## src/rtl/core/priority_sum_tree_defines.svh

```systemverilog
// Assertion macros for the priority sum tree top module.
`ifndef PRIORITY_SUM_TREE_DEFINES_SVH
`define PRIORITY_SUM_TREE_DEFINES_SVH

// Property that holds at every clock edge outside reset.
`define PST_ASSERT_ALWAYS(label, expr, msg) \
   label: assert property (@(posedge clock) disable iff (reset) (expr)) else $error(msg);

// Same-cycle implication.
`define PST_ASSERT_SAME(label, ante, cons, msg) \
   label: assert property (@(posedge clock) disable iff (reset) (ante) |-> (cons)) \
      else $error(msg);

// Next-cycle implication.
`define PST_ASSERT_NEXT(label, ante, cons, msg) \
   label: assert property (@(posedge clock) disable iff (reset) (ante) |=> (cons)) \
      else $error(msg);

`endif

```

## src/rtl/core/pst_pkg.sv

```systemverilog
// Types and constants shared by the priority sum tree modules.
package pst_pkg;

   localparam int IDX_W  = 10;
   localparam int PRIO_W = 24;
   localparam int SUM_W  = 34;
   localparam int SIZE_W = 11;

   localparam logic OP_UPDATE = 1'b0;
   localparam logic OP_SAMPLE = 1'b1;

   typedef enum logic [2:0] {
      ST_CLEAR,
      ST_IDLE,
      ST_UPD_LEAF,
      ST_UPD_WALK,
      ST_SMP_WALK,
      ST_SMP_CHECK,
      ST_DIV,
      ST_DONE
   } state_type;

   typedef enum logic [1:0] {
      RD_ROOT_LEFT,
      RD_SIBLING,
      RD_PARENT_SIBLING,
      RD_NEXT_LEFT
   } rd_sel_type;

   typedef struct packed {
      logic       load_req;
      logic       clear_step;
      logic       upd_leaf;
      logic       upd_walk;
      logic       smp_walk;
      logic       smp_check;
      logic       div_step;
      logic       div_last;
      logic       load_out;
      rd_sel_type rd_sel;
   } cmd_type;

   typedef struct packed {
      logic in_range;
      logic clear_last;
      logic parent_is_root;
      logic child_is_leaf;
      logic div_needed;
   } sts_type;

endpackage

```

## src/rtl/core/pst_controller.sv

```systemverilog
// Sequencer for clearing, update walks, sample walks and the remainder steps.
module pst_controller #(
   parameter int LEAVES = 1024
) (
   input  logic             clock,
   input  logic             reset,
   input  logic             req_valid,
   input  logic             req_opcode,
   output logic             req_ready,
   output logic             rsp_valid,
   input  logic             rsp_ready,
   input  pst_pkg::sts_type sts,
   output pst_pkg::cmd_type cmd
);
   import pst_pkg::*;

   localparam int IW = $clog2(LEAVES);
   localparam int CW = $clog2(IW + 1);

   state_type      state_ff, state_in;
   logic [CW-1:0]  cnt_ff, cnt_in;
   logic           rsp_valid_ff, rsp_valid_in;

   always_ff @(posedge clock) begin
      if (reset) begin
         state_ff     <= ST_CLEAR;
         cnt_ff       <= '0;
         rsp_valid_ff <= 1'b0;
      end else begin
         state_ff     <= state_in;
         cnt_ff       <= cnt_in;
         rsp_valid_ff <= rsp_valid_in;
      end
   end

   always_comb begin
      state_in   = state_ff;
      cnt_in     = cnt_ff;
      cmd        = cmd_type'('0);
      cmd.rd_sel = RD_ROOT_LEFT;
      req_ready  = 1'b0;

      case (state_ff)
         ST_CLEAR: begin
            cmd.clear_step = 1'b1;
            if (sts.clear_last) begin
               state_in = ST_IDLE;
            end
         end
         ST_IDLE: begin
            req_ready = 1'b1;
            if (req_valid) begin
               cmd.load_req = 1'b1;
               state_in = (req_opcode == OP_SAMPLE) ? ST_SMP_WALK : ST_UPD_LEAF;
            end
         end
         ST_UPD_LEAF: begin
            if (sts.in_range) begin
               cmd.upd_leaf = 1'b1;
               cmd.rd_sel   = RD_SIBLING;
               state_in     = ST_UPD_WALK;
            end else begin
               state_in = ST_DONE;
            end
         end
         ST_UPD_WALK: begin
            cmd.upd_walk = 1'b1;
            cmd.rd_sel   = RD_PARENT_SIBLING;
            if (sts.parent_is_root) begin
               state_in = ST_DONE;
            end
         end
         ST_SMP_WALK: begin
            cmd.smp_walk = 1'b1;
            cmd.rd_sel   = RD_NEXT_LEFT;
            if (sts.child_is_leaf) begin
               state_in = ST_SMP_CHECK;
            end
         end
         ST_SMP_CHECK: begin
            cmd.smp_check = 1'b1;
            cnt_in        = '0;
            state_in      = sts.div_needed ? ST_DIV : ST_DONE;
         end
         ST_DIV: begin
            cmd.div_step = 1'b1;
            cnt_in       = cnt_ff + 1'b1;
            if (cnt_ff == CW'(IW - 1)) begin
               cmd.div_last = 1'b1;
               state_in     = ST_DONE;
            end
         end
         ST_DONE: begin
            // hold until the output register is free or being drained
            if (!rsp_valid_ff || rsp_ready) begin
               cmd.load_out = 1'b1;
               state_in     = ST_IDLE;
            end
         end
         default: begin
            state_in = ST_IDLE;
         end
      endcase

      if (cmd.load_out) begin
         rsp_valid_in = 1'b1;
      end else if (rsp_ready) begin
         rsp_valid_in = 1'b0;
      end else begin
         rsp_valid_in = rsp_valid_ff;
      end
   end

   assign rsp_valid = rsp_valid_ff;

endmodule
```

## config.mk

```make
export PLATFORM = sky130hd
export DESIGN_NAME = pst_controller
export DESIGN_NICKNAME = d
export VERILOG_FILES = /design/src/rtl/core/priority_sum_tree_defines.svh /design/src/rtl/core/pst_pkg.sv /design/src/rtl/core/pst_controller.sv
export SDC_FILE = /design/constraint.sdc
export NUM_CORES = 1
export LEC_CHECK = 0
export ABC_AREA = 1
export BUFFER_PORTS_ARGS = -buffer_cell sky130_fd_sc_hd__buf_2
export CAP_MARGIN = 20
export CORE_MARGIN = 2
export CORE_UTILIZATION = 46
export DETAILED_ROUTE_END_ITERATION = 10
export PLACE_DENSITY = 0.73
export SLEW_MARGIN = 10
export SYNTH_ARGS = -nofsm -noshare
export SYNTH_HDL_FRONTEND = slang
export SYNTH_SLANG_ARGS = --single-unit
```

## constraint.sdc

```tcl
create_clock -name clock -period 1.5 [get_ports clock]
set_clock_uncertainty 0.15 [all_clocks]
set_input_delay 0.075 -clock clock [delete_from_list [all_inputs] [get_ports clock]]
set_output_delay 0.075 -clock clock [all_outputs]
set_load 0.03 [all_outputs]
```

Word level (Yosys, flattened, before mapping)
Cells that the tools add are included.

storage, ports and cells
  register bits after elaboration = 8
  output and inout bits = 13
  logic and storage cells = 52

cells by class
  add/sub/neg operators = 1
  muxes and demuxes = 28
  reductions and logical operators = 6
  equality and inequality tests = 14

operator list
  operator                                                               number
  3-bit two-way mux                                                      8
  3-bit case mux with 8 select lines                                     1
  1-bit two-way mux                                                      16
  3-bit equality test, second input constant                             4
  2-bit != test, second input constant                                   6
  4-bit case mux with 2 select lines                                     1
  3-bit by 2-bit equality test with 1-bit output, second input constant  2
  2-bit case mux with 3 select lines                                     1
  6-bit AND reduction                                                    1
  4-bit by 1-bit adder with 4-bit output, second input constant          1
  4-bit equality test, second input constant                             1
  2-bit nonzero test                                                     2
  3-bit by 1-bit equality test with 1-bit output, second input constant  1
  3-bit zero test                                                        1
  2-bit two-way mux                                                      1
  1-bit zero test                                                        1
  1-bit logical OR                                                       1

Depth between registers and ports, before layout
  word-level depth = 5
  gate-level depth with buffers = 10
  depth with buffers taken out = 10

Worst setup path after synthesis
No wires, ideal clock.

  path kind = reg-to-output
  start = register state_ff[0]
  end = output port cmd[0] (netlist name)
  stages on the path, launching flop included = 7
  path slack = -0.117 ns
  path buffers = 1
  arrival time = 1.392 ns
  cell sequence = dfxtp_1 > buf_4 > nor2_1 > inv_1 > nor2_2 > inv_1 > o21ai_0

RTL lines
  item                    line                  text
  from (decl)             pst_controller.sv:20  state_type state_ff, state_in;
  from (signal assigned)  pst_controller.sv:30  state_ff <= state_in;
  to (decl)               pst_controller.sv:13  output pst_pkg::cmd_type cmd

Worst setup path after layout
  start = register cnt_ff[1]
  end = register state_ff[1]

between the ends
  word-level cells in the longest chain between the ends = 3

ends and longest elaborated chain
  item                                  line                  text
  from (decl)                           pst_controller.sv:21  logic [CW-1:0] cnt_ff, cnt_in;
  from (signal assigned)                pst_controller.sv:31  cnt_ff <= cnt_in;
  4-bit equality test                   pst_controller.sv:88  if (cnt_ff == CW'(IW - 1)) begin
  2-bit != test (no source line)        -
  6-bit AND reduction (no source line)  -

Every way passes these cells.
A chain may end at the register's enable or synchronous reset.

==> impl_metrics.toml <==
[finish]
area_delta_synth_final_pct = 47.9
diodes = 0
drive_gt1_share_pct = 45.8
final_cells = 145
layout.nets = 145
fin_util_pct = 76.5
nFillCells = 103

[logic_synthesis]
netlist_area_sq_um = 598
synth_warnings = 0
syn_inst = 96
synth.distinct_cells = 23
ys_seq_area_share_pct = 26.8
synth_area_per_cell_sq_um = 6.23
yosysTopAreaCell = "dfxtp_1"
synth_top_area_share_pct = 26.8
syn_nets = 108
synth_seq_cells = 8
synth_area_leaders = "dfxtp_1, nand2_1, inv_1"

[setup_path]
cp_num_buf_inv = 1
slowest_stage = "dfxtp_2"
critPathLaunchType = "flop"
max_stage_delay_ps = 330
cp.required_ps = 1530
endpoint_kind = "flop"
arrival_ps = 1500
crit_family = "simple AND/OR/NAND/NOR gates"
crit_chain = "inv_2 > ha_4 > nand2_2 > nor2_1 > nor2_1 > nor2_2 > nand2_1 > nor2_2 > nand2_1 > a21oi_2"
critPathMaxFanout = 3
worstSetupPathType = "reg2reg"

[floorplanning]
top_level_ports = 23
die_area_sq_um = 1600
die_width_um = 40.1
row_count = 12
initial_core_util_pct = 51.7
coreArea_sq_um = 1160
die_y_um = 40.1

[cts]
cts_sinks = 8
clkTransAtPathRegs_ps = 50
numCtsBuffers = 3
clockBufferDepth = 2
clkLatencyLatePin_ps = 250
cts_tree = "yes"
clockRootBuffer = "clkbuf_4"
htreeDepth = 1

[job]
maxCapViolations = 0

[drt]
route.met3.wl_um = 69
wl_um = 1590
drc = 0
wl_per_cell_um = 10.9
vias = 706
final_antenna_net_count = 0
routed_via_density = 4.87
top_layer_used = "met3"
route.met2.wl_um = 789
first_pass_iters = 4
drt_iter0_drc = 17
m1WireLength_um = 727

[grt]
grt_max_degree = 9
grt-ovfl-total = 0
antenna_found_initial = 0
grt_pass1_wl_um = 2440
grt_pass1_vias = 645
grt_use_total_pct = 22.9

[placed_design]
dp_hpwl_um = 1130
dpl.cell_count = 133
io_buffers = 22
post-place-ws_ps = -12.7
place_congestion = 0.834

[status]
outcome = "finished clean"

[power]
power.density_nw_per_um2 = 1740
internal-power_uw = 738
switching_power_uw = 804
p_leak_uw = 0.000480
clkPwrFrac_pct = 10.1
combPwrFrac_pct = 64.8
pwr-share-seq_pct = 25.1
peakVddDrop_mv = 1.15
p_sw_share_pct = 52.1

[timing]
fin_setup_tns_ps = 0
finalSetupViolCount = 0
finalMaxSlewViolations = 0
hold_viol_final = 0
relSlewSlack_pct = 87.5
fin_crit_ps = 1470
worst_pin_slew_ps = 187
min_period_over_period_pct = 97.9
max_freq_ghz = 0.681
rsz0062_at_grt = "true"
setup_ws_ps = 30.9

[worst_hold_path]
holdCritPathClass = "in2reg"
-- worst min-delay path, delay by kind of cell --
kind	cells	cell delay (ps)
buffers and inverters	1	80
AND/OR/NAND/NOR	1	30
AO/OA/AOI/OAI	2	210
-- cell families after synthesis --
| family | count (synthesis) | synth area share (%) |
|---|---|---|
| simple gates | 51 | 40.2 |
| buf+inv | 22 | 16.3 |
| fa+ha+maj | 2 | 4.18 |
| flops | 8 | 26.8 |
| compound gates | 13 | 12.6 |
-- placed cells by master (no fill, tap or decap), types with 2 or more instances in the layout --
master,instances
nand3_1,8
dfxtp_4,3
buf_4,16
dfxtp_2,2
a21oi_1,5
nand3_2,2
nor2_1,13
inv_1,13
o21ai_1,3
nor2_4,3
nand2_2,2
dlygate4sd3_1,2
nand2_1,16
nor2_2,3
inv_2,6
buf_2,17
dfxtp_1,3
clkbuf_4,3
nor3_1,2
-- power by group through the flow --
stage,clock network (uW),logic [uW],registers [uW]
after floorplan,0,728,294
after global placement,0,866,347
after detailed placement,0,870,350
after global routing,180,1080,394
after CTS,164,906,360
final,156,1000,387
-- registers in the layout (all words and copies together), names as in the netlist --
register,flops
state_ff,3
cnt_ff,4
rsp_valid,1
-- cell usage after synthesis --
cell,count
ha_1,2
nand3b_1,1
o21ai_1,2
nand4_1,1
dfxtp_1,8
buf_4,2
nor2_2,3
inv_2,4
a21oi_2,1
nor2_1,15
nand3_2,2
nand2_2,1
a21oi_1,5
o22ai_1,1
a211oi_1,1
o21ai_0,2
nand2_1,17
nor3_1,2
inv_1,15
buf_6,1
nand3_1,8
nor2_4,1
o21bai_1,1
-- metal layers --
metal | track usage, % | up-vias
li1 | - | 372
met1 | 27.2 | 319
met2 | 39.5 | 15
met3 | 10.0 | 0
met4 | 0.862 | 0
met5 | 0 | -
-- metrics by stage --
stage                     total power (uW)  hold slack [ps]  instance area, sq um
final                                 1540             42.7                   885
after CTS                             1430             37.7                   836
after global placement                1210              171                   732
after floorplan                       1020            -12.6                   601
after detailed placement              1220              174                   732
after global routing                  1650             43.8                   885
-- timing repair --
action                                 CTS  global route
pin swaps                                7             9
endpoints found under the hold margin    5             0
setup endpoints to repair               10             8
setup buffers                            4             3
resized for setup                       13            11
hold buffers                             2             0
-- cell type report --
cell class / count / area, sq um / share of cell area, %
inverter: 19 / 71.3 / 8.06
timing repair buffer: 35 / 225 / 25.5
sequential: 8 / 174 / 19.7
clock buffer: 3 / 22.5 / 2.55
tap: 14 / 17.5 / 1.98
multi-input combinational: 66 / 374 / 42.3
-- worst paths after layout --
path                  start           to  slack [ps]  cells after the start
hold reg to reg   cnt_ff[3]    cnt_ff[3]         350                      1
setup / recovery  cnt_ff[1]  state_ff[1]          30                     10
hold / removal       sts[0]  state_ff[0]          40                      4
setup reg to reg  cnt_ff[1]  state_ff[1]          30                     10
Power figures use the tool's default switching activity.
